$ cat src/rtl/lptt_pkg.sv
// shared types, command codes and helper functions of the lcd page tile transposer
package lptt_pkg;

   localparam int PAGES           = 8;
   localparam int GROUPS_PER_PAGE = 16;

   // longest burst of bytes caused by one item: three address commands and eight data bytes
   localparam int FRAME_MAX   = 11;
   localparam int COUNT_W     = 4;
   localparam int REQ_DATA_W  = 80;
   localparam int GROUP_CMP_W = 6;

   localparam logic [3:0]             PAGE_LIMIT  = 4'(PAGES);
   localparam logic [GROUP_CMP_W-1:0] GROUP_LIMIT = GROUP_CMP_W'(GROUPS_PER_PAGE);

   localparam logic [7:0] CMD_PAGE_BASE = 8'hB0;
   localparam logic [7:0] CMD_COL_HIGH  = 8'h10;
   localparam logic [7:0] CMD_COL_LOW   = 8'h04;
   localparam logic [7:0] CMD_CONTRAST  = 8'h81;

   typedef enum logic [1:0] {
      ACT_TILE     = 2'd0,
      ACT_CONTRAST = 2'd1,
      ACT_INIT     = 2'd2
   } action_type;

   typedef struct packed {
      logic [1:0]      action;
      logic [2:0]      page;
      logic [3:0]      column_group;
      logic [7:0][7:0] lines;
      logic [7:0]      contrast_level;
   } req_item_type;

   // bytes[0] goes out first; data_flags marks data bytes
   typedef struct packed {
      logic [FRAME_MAX-1:0][7:0] bytes;
      logic [FRAME_MAX-1:0]      data_flags;
      logic [COUNT_W-1:0]        count;
   } frame_type;

   function automatic logic [7:0] init_byte(input logic [2:0] idx);
      logic [7:0] b;
      unique case (idx)
         3'd0: b = 8'h2F;
         3'd1: b = 8'h81;
         3'd2: b = 8'h15;
         3'd3: b = 8'hA2;
         3'd4: b = 8'hA1;
         3'd5: b = 8'hC0;
         3'd6: b = 8'hA4;
         3'd7: b = 8'hAF;
      endcase
      return b;
   endfunction

   // bit j of column byte s is bit s of line byte j
   function automatic logic [7:0][7:0] transpose(input logic [7:0][7:0] lines);
      logic [7:0][7:0] cols;
      for (int s = 0; s < 8; s++) begin
         for (int j = 0; j < 8; j++) begin
            cols[s][j] = lines[j][s];
         end
      end
      return cols;
   endfunction

endpackage

$ cat src/rtl/lptt_build.sv
// input stage: registers one item and builds the byte burst it causes
module lptt_build (
   input  logic                    clock,
   input  logic                    reset,
   input  logic                    req_tvalid,
   output logic                    req_tready,
   input  lptt_pkg::req_item_type  req_item,
   output logic                    frame_valid,
   input  logic                    frame_ready,
   output lptt_pkg::frame_type     frame
);

   lptt_pkg::frame_type frame_in;
   lptt_pkg::frame_type frame_ff;
   logic                valid_ff;
   logic                valid_in;
   logic                accept;
   logic [7:0][7:0]     cols;
   logic                in_range;

   assign cols     = lptt_pkg::transpose(req_item.lines);
   assign in_range = ({1'b0, req_item.page} < lptt_pkg::PAGE_LIMIT) &&
                     ({2'b00, req_item.column_group} < lptt_pkg::GROUP_LIMIT);

   always_comb begin
      frame_in = '0;
      unique case (req_item.action)
         lptt_pkg::ACT_TILE: begin
            if (in_range) begin
               if (req_item.column_group == 4'd0) begin
                  frame_in.bytes[0]     = lptt_pkg::CMD_PAGE_BASE | {5'b00000, req_item.page};
                  frame_in.bytes[1]     = lptt_pkg::CMD_COL_HIGH;
                  frame_in.bytes[2]     = lptt_pkg::CMD_COL_LOW;
                  frame_in.bytes[10:3]  = cols;
                  frame_in.data_flags   = 11'b111_1111_1000;
                  frame_in.count        = lptt_pkg::COUNT_W'(lptt_pkg::FRAME_MAX);
               end else begin
                  frame_in.bytes[7:0]   = cols;
                  frame_in.data_flags   = 11'b000_1111_1111;
                  frame_in.count        = lptt_pkg::COUNT_W'(8);
               end
            end
         end
         lptt_pkg::ACT_CONTRAST: begin
            frame_in.bytes[0] = lptt_pkg::CMD_CONTRAST;
            frame_in.bytes[1] = {2'b00, req_item.contrast_level[7:2]};
            frame_in.count    = lptt_pkg::COUNT_W'(2);
         end
         lptt_pkg::ACT_INIT: begin
            for (int k = 0; k < 8; k++) begin
               frame_in.bytes[k] = lptt_pkg::init_byte(3'(k));
            end
            frame_in.count = lptt_pkg::COUNT_W'(8);
         end
         // unused action code: nothing goes out
         default: frame_in = '0;
      endcase
   end

   assign req_tready = !valid_ff || frame_ready;
   assign accept     = req_tvalid && req_tready;

   // items that cause no bytes are dropped here
   always_comb begin
      valid_in = valid_ff;
      if (accept) begin
         valid_in = (frame_in.count != '0);
      end else if (frame_ready) begin
         valid_in = 1'b0;
      end
   end

   always_ff @(posedge clock) begin
      if (reset) begin
         valid_ff <= 1'b0;
      end else begin
         valid_ff <= valid_in;
      end
   end

   always_ff @(posedge clock) begin
      if (accept) begin
         frame_ff <= frame_in;
      end
   end

   assign frame_valid = valid_ff;
   assign frame       = frame_ff;

   a_held_frame_not_empty: assert property (@(posedge clock) disable iff (reset)
      valid_ff |-> (frame_ff.count != '0))
      else $error("held frame has no bytes");

endmodule

$ cat src/rtl/lptt_serial.sv
// byte serializer with output register
module lptt_serial (
   input  logic                 clock,
   input  logic                 reset,
   input  logic                 frame_valid,
   output logic                 frame_ready,
   input  lptt_pkg::frame_type  frame,
   output logic                 rsp_tvalid,
   input  logic                 rsp_tready,
   output logic [7:0]           rsp_tdata,
   output logic                 rsp_tuser,
   output logic                 rsp_tlast
);

   logic [lptt_pkg::FRAME_MAX-1:0][7:0] bytes_ff;
   logic [lptt_pkg::FRAME_MAX-1:0][7:0] bytes_in;
   logic [lptt_pkg::FRAME_MAX-1:0]      flags_ff;
   logic [lptt_pkg::FRAME_MAX-1:0]      flags_in;
   logic [lptt_pkg::COUNT_W-1:0]        count_ff;
   logic [lptt_pkg::COUNT_W-1:0]        count_in;
   logic                                out_valid_ff;
   logic                                out_valid_in;
   logic [7:0]                          out_byte_ff;
   logic                                out_data_ff;
   logic                                out_last_ff;
   logic                                emit;
   logic                                emit_last;
   logic                                load;

   assign emit        = (count_ff != '0) && (!out_valid_ff || rsp_tready);
   assign emit_last   = emit && (count_ff == lptt_pkg::COUNT_W'(1));
   assign frame_ready = (count_ff == '0) || emit_last;
   assign load        = frame_valid && frame_ready;

   always_comb begin
      bytes_in = bytes_ff;
      flags_in = flags_ff;
      count_in = count_ff;
      if (load) begin
         bytes_in = frame.bytes;
         flags_in = frame.data_flags;
         count_in = frame.count;
      end else if (emit) begin
         bytes_in = {8'h00, bytes_ff[lptt_pkg::FRAME_MAX-1:1]};
         flags_in = {1'b0, flags_ff[lptt_pkg::FRAME_MAX-1:1]};
         count_in = count_ff - lptt_pkg::COUNT_W'(1);
      end
   end

   always_comb begin
      out_valid_in = out_valid_ff;
      if (emit) begin
         out_valid_in = 1'b1;
      end else if (rsp_tready) begin
         out_valid_in = 1'b0;
      end
   end

   always_ff @(posedge clock) begin
      if (reset) begin
         count_ff     <= '0;
         out_valid_ff <= 1'b0;
      end else begin
         count_ff     <= count_in;
         out_valid_ff <= out_valid_in;
      end
   end

   always_ff @(posedge clock) begin
      bytes_ff <= bytes_in;
      flags_ff <= flags_in;
      if (emit) begin
         out_byte_ff <= bytes_ff[0];
         out_data_ff <= flags_ff[0];
         out_last_ff <= (count_ff == lptt_pkg::COUNT_W'(1));
      end
   end

   assign rsp_tvalid = out_valid_ff;
   assign rsp_tdata  = out_byte_ff;
   assign rsp_tuser  = out_data_ff;
   assign rsp_tlast  = out_last_ff;

   a_count_in_range: assert property (@(posedge clock) disable iff (reset)
      count_ff <= lptt_pkg::COUNT_W'(lptt_pkg::FRAME_MAX))
      else $error("byte count beyond burst length");

   a_last_on_final_byte: assert property (@(posedge clock) disable iff (reset)
      emit |=> (out_last_ff == ($past(count_ff) == lptt_pkg::COUNT_W'(1))))
      else $error("tlast does not match final byte");

   a_load_only_when_free: assert property (@(posedge clock) disable iff (reset)
      load |-> ((count_ff == '0) || emit_last) && (frame.count != '0))
      else $error("frame loaded over pending bytes");

endmodule

$ cat src/rtl/lcd_page_tile_transposer.sv
// top level of the lcd page tile transposer
//
// turns one 8x8 tile of a row-major 1-bit framebuffer, a contrast request or
// an init request into a stream of command and data bytes for a page-mode lcd
// controller. the req channel carries one item per handshake: tuser holds the
// action, tdata the page, column group, eight line bytes and contrast level.
// the rsp channel carries one byte per handshake, tuser high for a data byte
// (rs high) and low for a command byte, tlast on the final byte of an item.
// a tile gives eight data bytes, preceded by three address commands when its
// column group is zero; contrast gives two commands, init eight commands.
// unused action codes and tiles with page or group out of range give nothing.
// the first byte of an item passes through the input register, the burst register and
// the output byte register before it appears on rsp. throughput: one byte per cycle
// while rsp is not stalled; an item causes 2, 8 or 11 bytes. the input
// register takes the next item while the current burst is still going out.
// a stalled rsp holds its byte and backs up through the burst and input
// registers to req_tready. reset empties all stages and drops any burst.
module lcd_page_tile_transposer (
   input  logic                              clock,
   input  logic                              reset,
   input  logic                              req_tvalid,
   output logic                              req_tready,
   // page[2:0], column_group[6:3], line_0..line_7[70:7], contrast_level[78:71], zero[79]
   input  logic [lptt_pkg::REQ_DATA_W-1:0]   req_tdata,
   // action[1:0]
   input  logic [1:0]                        req_tuser,
   output logic                              rsp_tvalid,
   input  logic                              rsp_tready,
   // out_byte[7:0]
   output logic [7:0]                        rsp_tdata,
   // is_data[0]
   output logic                              rsp_tuser,
   output logic                              rsp_tlast
);

   lptt_pkg::req_item_type req_item;
   lptt_pkg::frame_type    frame;
   logic                   frame_valid;
   logic                   frame_ready;

   always_comb begin
      req_item.action         = req_tuser;
      req_item.page           = req_tdata[2:0];
      req_item.column_group   = req_tdata[6:3];
      req_item.lines          = req_tdata[70:7];
      req_item.contrast_level = req_tdata[78:71];
   end

   lptt_build u_build (
      .clock       (clock),
      .reset       (reset),
      .req_tvalid  (req_tvalid),
      .req_tready  (req_tready),
      .req_item    (req_item),
      .frame_valid (frame_valid),
      .frame_ready (frame_ready),
      .frame       (frame)
   );

   lptt_serial u_serial (
      .clock       (clock),
      .reset       (reset),
      .frame_valid (frame_valid),
      .frame_ready (frame_ready),
      .frame       (frame),
      .rsp_tvalid  (rsp_tvalid),
      .rsp_tready  (rsp_tready),
      .rsp_tdata   (rsp_tdata),
      .rsp_tuser   (rsp_tuser),
      .rsp_tlast   (rsp_tlast)
   );

endmodule
$ cat config.mk
export PLATFORM = sky130hd
export DESIGN_NAME = lcd_page_tile_transposer
export DESIGN_NICKNAME = d
export VERILOG_FILES = /design/src/rtl/lptt_pkg.sv /design/src/rtl/lptt_build.sv /design/src/rtl/lptt_serial.sv /design/src/rtl/lcd_page_tile_transposer.sv
export SDC_FILE = /design/constraint.sdc
export NUM_CORES = 1
export LEC_CHECK = 0
export BUFFER_PORTS_ARGS = -buffer_cell sky130_fd_sc_hd__buf_4
export CAP_MARGIN = 20
export CORE_MARGIN = 2
export CORE_UTILIZATION = 60
export CTS_CLUSTER_SIZE = 30
export DETAILED_ROUTE_END_ITERATION = 6
export HOLD_SLACK_MARGIN = 0.05
export PLACE_DENSITY = 0.81
export SYNTH_ARGS = -nofsm -noshare
export SYNTH_HDL_FRONTEND = slang
export SYNTH_SLANG_ARGS = --single-unit
$ cat constraint.sdc
create_clock -name clock -period 7.5 [get_ports clock]
set_clock_uncertainty 0.1 [all_clocks]
set_input_delay 0.375 -clock clock [delete_from_list [all_inputs] [get_ports clock]]
set_output_delay 0.375 -clock clock [all_outputs]
set_load 0.01 [all_outputs]
After elaboration in Yosys (flattened, before gate mapping)
Index checks and enable logic that the tools add are counted.
W data, S select, Z words.
Cells by class
  equal/unequal tests: 3
  add/sub/neg operators: 1
  multiplexer cells: 14
  reductions and logical operators: 18
Operators by type and width (count)
  $mux W88: 2
  $pmux W48 S2: 1
  $mux W79: 1
  $pmux W16 S3: 1
  $mux W11: 2
  $pmux W4 S3: 1
  $logic_not A4 Y1: 2
  $mux W4: 2
  $reduce_bool A4 Y1: 2
  $reduce_bool A2 Y1: 3
  $eq A4 B1 Y1 const B: 1
  $logic_and A1 B1 Y1: 4
  $mux W1: 4
  $sub A4 B1 Y4 const B: 1
  $logic_or A1 B1 Y1: 3
  $eq A2 B1 Y1 const B: 1
  $eq A2 B2 Y1 const B: 1
  $logic_not A1 Y1: 2
  $logic_not A2 Y1: 1
  $reduce_and A2 Y1: 1
Storage, ports and cells
  register bits: 218
  logic and storage cells: 67

Logic depth before layout (Yosys ltp)
Gate-level depths: netlist (run 1).
  word-level depth: 8
  gate-level depth with buffers: 8
  mapped depth without buffers: 7

Hierarchy
A second synthesis (run 1) with hierarchy kept.
Unflattened totals
  cell total of the unflattened synthesis: 703
  area, all modules: 8800.9 um^2
By module, submodules not included
  lptt_serial: cells each 449, instances 1, area an instance 4814.6 um^2
  lptt_build: cells each 254, instances 1, area an instance 3986.3 um^2

Worst setup path after synthesis (run 1)
Ideal clock, no wire load.
  path type: flip-flop to flip-flop
  start: register u_serial.count_ff[0] (netlist bit)
  end: register u_build.frame_ff, in the netlist u_build.frame[0], enable pin
  slack: 3.574 ns
  period minus slack after synthesis: 3.926 ns
  arrival: 3.363 ns
  buffers on the path: 0
  stages on the path, launching flop included: 6
  setup time: 0.463 ns
  path through: dfxtp_1 -> inv_1 -> ha_1 -> a21oi_1 -> o31ai_1 -> and2_1
On the way
  longest elaborated chain between the ends: 6
RTL lines
  from (decl): RTL line lptt_serial.sv:19  | logic [lptt_pkg::COUNT_W-1:0] count_ff;
  from (signal assigned): RTL line lptt_serial.sv:64  | count_ff <= count_in;
  $reduce_bool A4 Y1: RTL line lptt_serial.sv:30  | assign emit = (count_ff != '0) && (!out_valid_ff || rsp_tready);
  $logic_and A1 B1 Y1: RTL line lptt_serial.sv:30
  $logic_and A1 B1 Y1: RTL line lptt_serial.sv:31  | assign emit_last = emit && (count_ff == lptt_pkg::COUNT_W'(1));
  $logic_or A1 B1 Y1 (*): RTL line lptt_serial.sv:32  | assign frame_ready = (count_ff == '0) || emit_last;
  $logic_or A1 B1 Y1 (*): RTL line lptt_build.sv:60  | assign req_tready = !valid_ff || frame_ready;
  named net req_tready: RTL line lcd_page_tile_transposer.sv:22  | output logic req_tready,
  $logic_and A1 B1 Y1 (*): RTL line lptt_build.sv:61  | assign accept = req_tvalid && req_tready;
  named net u_build.accept: RTL line lptt_build.sv:17  | logic accept;
  to (signal assigned): RTL line lptt_build.sv:83  | frame_ff <= frame_in;
  to (decl): RTL line lptt_build.sv:14  | lptt_pkg::frame_type frame_ff;
The timed path passes the listed nets; every way through them passes the cells marked *.
A chain may end at the register's enable or synchronous reset.

Worst setup path in the final report (run 1)
  start: register u_serial.count_ff[0] (netlist bit)
  end: register u_serial.bytes_ff[70] (netlist bit), enable pin
On the way
  longest elaborated chain between the ends: 6
RTL lines
  $reduce_bool A4 Y1: RTL line lptt_serial.sv:30
  $logic_and A1 B1 Y1: RTL line lptt_serial.sv:30
  $logic_and A1 B1 Y1: RTL line lptt_serial.sv:31
  $logic_or A1 B1 Y1: RTL line lptt_serial.sv:32
  $logic_and A1 B1 Y1: RTL line lptt_serial.sv:33  | assign load = frame_valid && frame_ready;
  $reduce_bool A2 Y1 (no line) (*)
  to (signal assigned): RTL line lptt_serial.sv:70  | bytes_ff <= bytes_in;
  to (decl): RTL line lptt_serial.sv:15  | logic [lptt_pkg::FRAME_MAX-1:0][7:0] bytes_ff;
Every way passes the cells marked *; elsewhere a longest branch is shown, timed or not.

==> results.md, run 1 <==
- CTS root buffer: clkbuf_16
- Port bufs: 94
- Grt total ovfl: 0
- Via-per-instance ratio: 5.71
- Hold path start: req_tvalid
- Psw: 1060 uW
- WP data required: around 7500 ps
- Initial antenna violation count: 0
- Largest net degree at the start of global routing: 96
- Worst Path Max Fanout: between 60 and 70
- Distinct cells, synth: 38
- Flop pwr share: 53.4%
- Placed cell count: 1017
- Cell area after layout: 10300 um2
- CTS tree: yes
- Kind of critical path: flip-flop to flip-flop
- Cell Area, Synth: 8940 um2
- Syn Nets: 871
- Slew headroom: a little under a quarter
- Critical path endpoint category: flip-flop
- Synthesized area per cell: 11.5 um2
- Placed cell area: 9730 um2
- Final wirelength: 19300 um
- Total track usage: 24.0%
- # DRC: 0
- Worst-Margin Slew: 1150 ps
- Ratio of final minimum period to clock period: 43.4%
- Clk sinks: 209
- Top Ports: 98
- Die area: 15900 um2
- Clock slew at reported path FFs: ~60 ps
- Power Internal: ~2700 uW
- Endpoints failing hold: 0
- DRT Pass-1 Iters: 7
- ANT nets after route: 0
- Hold_buf cts: 1
- Htree depth: 1
- DP HPWL: approximately 12000 um
- Die Width: 126 um
- Via count of the first global-routing pass: 5926
- Core area: 14500 um2
- Reg-to-reg slack, setup: 4250 ps
- Layout cells sized above 1: 15.8%
- Synth Instances: slightly below 800
- Initial core utilization: 61.5%
- Worst flop-to-flop path endpoint: u_serial.bytes_ff[70]$_DFFE_PP_
- Crit start category: flip-flop
- Worst VDD drop: 0.207 mV
- CP arrival: approximately 3300 ps
- Seq/Total Area, Yosys: between 60% and 70%
- Clock Power Share: 25.1%
- Final setup violation count: 0
- Via count: 6006
- RSZ-0062 raised after global routing: false
- Max Clock Freq: 307 MHz
- Synth warn: 0
- Post-CTS setup buffers: 0
- Worst skew pair latency: 480 ps
- Max cap viols: 0
- Seq cells post-synth: ~210
- Hold crit path type: primary input to flip-flop
- Num rows: 44
- WL/cell: 18.4 um
- Combinational group share of total power: 21.5%
- Area delta synth->final: 15.7%
- Final Util: a little under three quarters
- Die Span Y: 126 um
- PwrDens: 363 nW/um2
- Sw Ratio: 28.3%
- Worst hold path endpoint: u_build.frame_valid$_SDFFE_PP0P_
- Final Max Tran Viols: 0
- Num CTS Buffers: 21
- Fill cells: 985
- Reg-to-reg critical path startpoint: u_serial.count_ff[0]$_SDFFE_PP0P_
- Final instance count without filler cells: approximately 1100
- Hold Slack: 70.3 ps
- Hold depth: 3
- Initial DRC Count: 760
- Nets: 950
- Final min period: 3250 ps
- First-pass GRT wire length: a little over 30000 um
- Clock buffer depth: 3
- Antenna fix cells: 0
- Placer Congestion: 0.809
- Status: finished, final reports clean
- Final setup TNS: 0 ps
- Leakage: 0.00455 uW
- Reg2Reg Depth: 6
- Cts repair resizes: 0
-- critical path, stage by stage (launching register included) --
cell and delay [ps]:
dfxtp_1 350, inv_1 120, ha_1 300, nor3b_2 320, mux2i_2 410, clkinv_2 630, buf_4 630
-- Yosys cell counts --
master | count | area, um2
ha_1 | 7 | 87.6
nor3b_2 | 1 | 12.5
a221oi_2 | 1 | 15.0
nand2b_1 | 5 | 31.3
nand2_1 | 360 | 1350
edfxtp_1 | 203 | 6100
o32ai_2 | 1 | 16.3
nor2b_1 | 2 | 12.5
a21boi_1 | 2 | 15.0
o2111a_1 | 1 | 11.3
a221oi_1 | 1 | 8.76
mux2_2 | 1 | 11.3
mux2i_2 | 1 | 13.8
buf_4 | 2 | 15.0
o211ai_1 | 1 | 7.51
a22oi_1 | 5 | 37.5
mux2i_1 | 3 | 30.0
nor4_1 | 3 | 18.8
clkbuf_1 | 20 | 75.1
nor2_1 | 12 | 45.0
buf_2 | 20 | 100
nor4_2 | 1 | 12.5
dfxtp_1 | 6 | 120
inv_1 | 5 | 18.8
and2_1 | 14 | 87.6
or3b_1 | 1 | 8.76
a21boi_0 | 21 | 158
o21a_1 | 2 | 15.0
o31ai_1 | 1 | 7.51
or4_4 | 1 | 11.3
and3_1 | 32 | 200
inv_2 | 1 | 3.75
a21oi_1 | 7 | 35.0
o21ai_0 | 5 | 25.0
o2111ai_1 | 1 | 8.76
buf_6 | 3 | 33.8
a21o_1 | 24 | 180
nand3_1 | 1 | 5.00
-- cell families after synthesis --
group	synth area share [%]
mux	0.616
compound gates	6.04
fa+ha+maj	0.979
flops	69.5
simple gates	20.1
buf+inv	2.76
-- power by group through the flow --
stage               sequential [uW]  clock (uW)  combinational, uW
finish                         2000         943                807
global route                   2040        1000                902
CTS                            2010         958                810
detailed placement             2030           0                803
global placement               2010           0                758
floorplan                      2020           0                529
-- cell type report --
type | instances | area (um2) | area share, %
inverter | 6 | 23.8 | 0.230
multi-input combinational | 518 | 2510 | 24.3
clock buffer | 25 | 541 | 5.23
sequential | 209 | 6220 | 60.1
timing repair buffer | 101 | 761 | 7.35
tap | 184 | 230 | 2.23
clock inverter | 8 | 60.1 | 0.581
-- cells in the final DEF (no fill, tap or decap), drive strengths merged, types with 2 or more instances in the layout --
cell type | Yosys | layout
edfxtp | 203 | 203
clkinv | 0 | 8
o21ai | 5 | 5
and2 | 14 | 14
a21oi | 7 | 7
nand2b | 5 | 5
o21a | 2 | 2
and3 | 32 | 32
buf | 25 | 100
mux2i | 4 | 4
clkbuf | 20 | 25
dfxtp | 6 | 6
nand2 | 360 | 360
nor4 | 4 | 4
a21boi | 23 | 23
a22oi | 5 | 5
inv | 6 | 5
ha | 7 | 7
nor2 | 12 | 12
a221oi | 2 | 2
nor2b | 2 | 2
a21o | 24 | 24
-- per-layer routing --
metal | vias up | share of wire [%] | track usage, % | routed length, um
met5 | - | 0 | 0 | 0
met4 | 0 | 2.3 | 7.37 | 453
met3 | 34 | 8.5 | 3.31 | 1640
met2 | 300 | 49 | 39.3 | 9410
met1 | 2864 | 40 | 33.8 | 7800
li1 | 2808 | - | - | -
-- stage by stage --
step                      setup slack [ps]  power, uW
after floorplan                       3570       2550
after global placement                4440       2770
after detailed placement              4230       2830
final                                 4250       3750
after global routing                  3960       3940
after CTS                             4220       3770
-- worst max path at each step --
| stage | startpoint | to | slack [ps] | cells past startpoint |
|---|---|---|---|---|
| floorplan | u_serial.count_ff[0]$_SDFFE_PP0P_ | u_build.frame[0]$_DFFE_PP_ | 3570 | 5 |
| global placement | u_serial.count_ff[0]$_SDFFE_PP0P_ | u_serial.bytes_ff[86]$_SDFFCE_PN0P_ | 4440 | 6 |
| detailed placement | u_serial.count_ff[0]$_SDFFE_PP0P_ | u_serial.bytes_ff[86]$_SDFFCE_PN0P_ | 4230 | 6 |
| CTS | u_serial.count_ff[0]$_SDFFE_PP0P_ | u_serial.bytes_ff[50]$_DFFE_PP_ | 4220 | 6 |
| global route | u_serial.count_ff[0]$_SDFFE_PP0P_ | u_serial.bytes_ff[76]$_DFFE_PP_ | 3960 | 6 |
| finish | u_serial.count_ff[0]$_SDFFE_PP0P_ | u_serial.bytes_ff[70]$_DFFE_PP_ | 4250 | 6 |
-- registers in the layout (all words and copies together), names as in the netlist --
| name | cells |
|---|---|
| u_build.frame | 94 |
| u_serial.bytes_ff | 88 |
| u_serial.flags_ff | 11 |
| u_serial.rsp_tdata | 8 |
| u_serial.count_ff | 4 |
| u_build.frame_valid | 1 |
| u_serial.rsp_tlast | 1 |
| u_serial.rsp_tuser | 1 |
| u_serial.rsp_tvalid | 1 |
(Power assumes the default switching activity.)
==> run 2, diff against run 1 <==
--- a/config.mk
+++ b/config.mk
@@ -8,11 +8,11 @@
 export BUFFER_PORTS_ARGS = -buffer_cell sky130_fd_sc_hd__buf_4
 export CAP_MARGIN = 20
 export CORE_MARGIN = 2
-export CORE_UTILIZATION = 60
+export CORE_UTILIZATION = 58
 export CTS_CLUSTER_SIZE = 30
 export DETAILED_ROUTE_END_ITERATION = 6
 export HOLD_SLACK_MARGIN = 0.05
-export PLACE_DENSITY = 0.81
+export PLACE_DENSITY = 0.79
 export SYNTH_ARGS = -nofsm -noshare
 export SYNTH_HDL_FRONTEND = slang
 export SYNTH_SLANG_ARGS = --single-unit
==> constraint.sdc (replaced) <==
create_clock -name clock -period 3.2 [get_ports clock]
set_clock_uncertainty 0.1 [all_clocks]
set_input_delay 0.16 -clock clock [delete_from_list [all_inputs] [get_ports clock]]
set_output_delay 0.16 -clock clock [all_outputs]
set_load 0.01 [all_outputs]
==> run 2 against run 1 <==
  * Clock power grew to 2.7 times the previous value
  * Hold slack gained 6.1 ps
  * Utilization grew 4.8 points
  * Setup slack lost 3800 ps
  * Die area grew 3.3%
  * First-iteration DRC count shrank 18%
  * Combinational power grew to 2.6 times the previous value
  * Non-clock buffer count grew 97
  * Sequential power grew 140%
  * Cell count grew 10%
  * Critical path type unchanged
  * Largest power group unchanged
  * Highest routed layer unchanged
==> results.md, run 2 (synthesis gave the netlist of run 1 again) <==
- GR met2 Demand/Resource: 45.8% (was 39.3%)
- Final setup violation count: 0 (unchanged)
- Worst flop-to-flop path endpoint: u_serial.flags_ff[0]$_DFFE_PP_ (was u_serial.bytes_ff[70]$_DFFE_PP_)
- Num CTS Buffers: 22 (was 21)
- Final Max Tran Viols: 0 (unchanged)
- Die area: 16400 um2 (was 15900 um2)
- Tot Pwr: 9390 uW (was 3750 uW)
- PwrDens: 817 nW/um2 (was 363 nW/um2)
- Reg-to-reg slack, setup: 500 ps (was 4250 ps)
- Final setup TNS: 0 ps (unchanged)
- Worst VDD drop: 0.643 mV (was 0.207 mV)
- Initial core utilization: 59.0% (was 61.5%)
- Worst setup startpoint: u_serial.count_ff[0]$_SDFFE_PP0P_ (unchanged)
- Initial DRC Count: 624 (was 760)
- Layout cells sized above 1: 15.3% (was 15.8%)
- Worst skew pair latency: 490 ps (was 480 ps)
- Ratio of final minimum period to clock period: 84.5% (was 43.4%)
- Hold Slack: 76.4 ps (was 70.3 ps)
- Max cap viols: 0 (unchanged)
- Final wirelength: 21900 um (was 19300 um)
- CTS root buffer: clkbuf_16 (unchanged)
- Most frequent cells in the layout: 360 x nand2_1, 203 x edfxtp_1, 102 x buf_4 (was 360 x nand2_1, 203 x edfxtp_1, 100 x buf_4)
- Final min period: 2700 ps (was 3250 ps)
- Slew headroom: 25.9% (was 23.1%)
- Met3 Use GR: 4.01% (was 3.31%)
- Max FFs per register: 94 (unchanged)
- Top Ports: 98 (unchanged)
- Nets: 1048 (was 950)
- Die Width: 128 um (was 126 um)
- CP arrival: 2970 ps (was 3280 ps)
- Reg2Reg Depth: 7 (was 6)
- Post-CTS setup buffers: 0 (unchanged)
- Largest net degree at the start of global routing: 103 (was 96)
- Port bufs: 94 (unchanged)
- Clock buffer depth: 3 (unchanged)
- Crit start category: flip-flop (unchanged)
- Reg-to-reg critical path startpoint: u_serial.count_ff[0]$_SDFFE_PP0P_ (unchanged)
- Leakage: 0.00505 uW (was 0.00455 uW)
- Num rows: 45 (was 44)
- Placer Congestion: 0.799 (was 0.809)
- Met1 usage: 35.4% (was 33.8%)
- Kind of critical path: flip-flop to flip-flop (unchanged)
- Htree depth: 1 (unchanged)
- Max Clock Freq: 370 MHz (was 307 MHz)
- WL/cell: 18.9 um (was 18.4 um)
- Worst-Margin Slew: 1110 ps (was 1150 ps)
- Cts repair resizes: 0 (unchanged)
- Antenna fix cells: 0 (unchanged)
- Grt total ovfl: 0 (unchanged)
- First-pass GRT wire length: 34100 um (was 30400 um)
- CP Capture Point: u_serial.flags_ff[0]$_DFFE_PP_ (was u_serial.bytes_ff[70]$_DFFE_PP_)
- Die Span Y: 128 um (was 126 um)
- RSZ-0062 raised after global routing: false (unchanged)
- WP data required: 3460 ps (was 7530 ps)
- Final Util: 75.9% (was 71.2%)
- Via-per-instance ratio: 5.67 (was 5.71)
- Fill cells: 908 (was 985)
- Core area: 15100 um2 (was 14500 um2)
- Area delta synth->final: 28.6% (was 15.7%)
- CTS tree: yes (unchanged)
- Total track usage: 26.9% (was 24.0%)
- Most Used Layer, Global Route: met2 (unchanged)
- # DRC: 0 (unchanged)
- Status: finished, final reports clean (unchanged)
- DP HPWL: 12600 um (was 11700 um)
- Initial antenna violation count: 0 (unchanged)
- Endpoints failing hold: 0 (unchanged)
- Via count of the first global-routing pass: 6600 (was 5926)
- Worst Path Max Fanout: 50 (was 64)
- DRT Pass-1 Iters: 5 (was 7)
- Clock slew at reported path FFs: 60 ps (about the same)
- ANT nets after route: 0 (unchanged)
- Hold crit path type: primary input to flip-flop (unchanged)
- Via count: 6571 (was 6006)
- Clk sinks: 209 (unchanged)
- Critical path endpoint category: flip-flop (unchanged)
- Most common cell after layout, fill and taps aside: nand2_1 (unchanged)
run 2: cell types whose count changed in the layout (fill, tap and decap cells not counted), moves of 2 or more:
cell and delta:
bufinv_16 +2, clkbuf_16 +2, clkinv_1 -2, dlygate4sd3_1 +90, buf_4 +2, clkbuf_1 +4, buf_12 +5
run 2: metrics by stage:
step	instance area [um2]	worst slack, ps	cells
floorplan	8940	286	778
global placement	9830	675	1027
detailed placement	9830	528	1027
CTS	11500	506	1158
global route	11500	304	1159
finish	11500	497	1159
run 2: area by class of cell:
class	instances	area, um2	area share (%)
clock inverter	8	116	1.01
timing repair buffer	198	1780	15.4
inverter	6	23.8	0.207
sequential	209	6220	54.1
multi-input combinational	518	2510	21.8
clock buffer	32	619	5.39
tap	188	235	2.05
run 2: how the worst min path moves through the flow:
stage | startpoint | to | slack [ps] | depth (start not counted)
floorplan | reset | u_build.frame_valid$_SDFFE_PP0P_ | 130 | 1
global placement | reset | u_build.frame_valid$_SDFFE_PP0P_ | 280 | 2
detailed placement | reset | u_serial.rsp_tvalid$_SDFFE_PP0P_ | 290 | 2
CTS | req_tdata[7] | u_build.frame[15]$_DFFE_PP_ | 60 | 4
global route | req_tdata[7] | u_build.frame[15]$_DFFE_PP_ | 70 | 4
finish | req_tdata[7] | u_build.frame[15]$_DFFE_PP_ | 80 | 4
run 2: power breakdown:
group / switching, uW / internal [uW] / leakage [uW]
Clock: 995 / 1590 / 0.000358
Sequential: 287 / 4420 / 0.00210
Combinational: 1350 / 754 / 0.00259
run 2: worst max-delay path, stage by stage, from the launching register on:
cell	delay, ps
dfxtp_1	350
inv_1	130
ha_1	290
or3b_1	220
o2111a_2	580
buf_4	560
nand2_1	210
nand2_1	100
run 2: layer usage:
layer	vias to the layer above	routed length [um]
met3	57	1530
met5	-	0
li1	3013	-
met4	0	724
met1	3162	8750
met2	339	10900
run 2: repair_timing:
| item | CTS | global route |
|---|---|---|
| hold endpoints to repair | 95 | 0 |
| endpoints found under the setup margin | 0 | 0 |
| hold buffers | 91 | 0 |
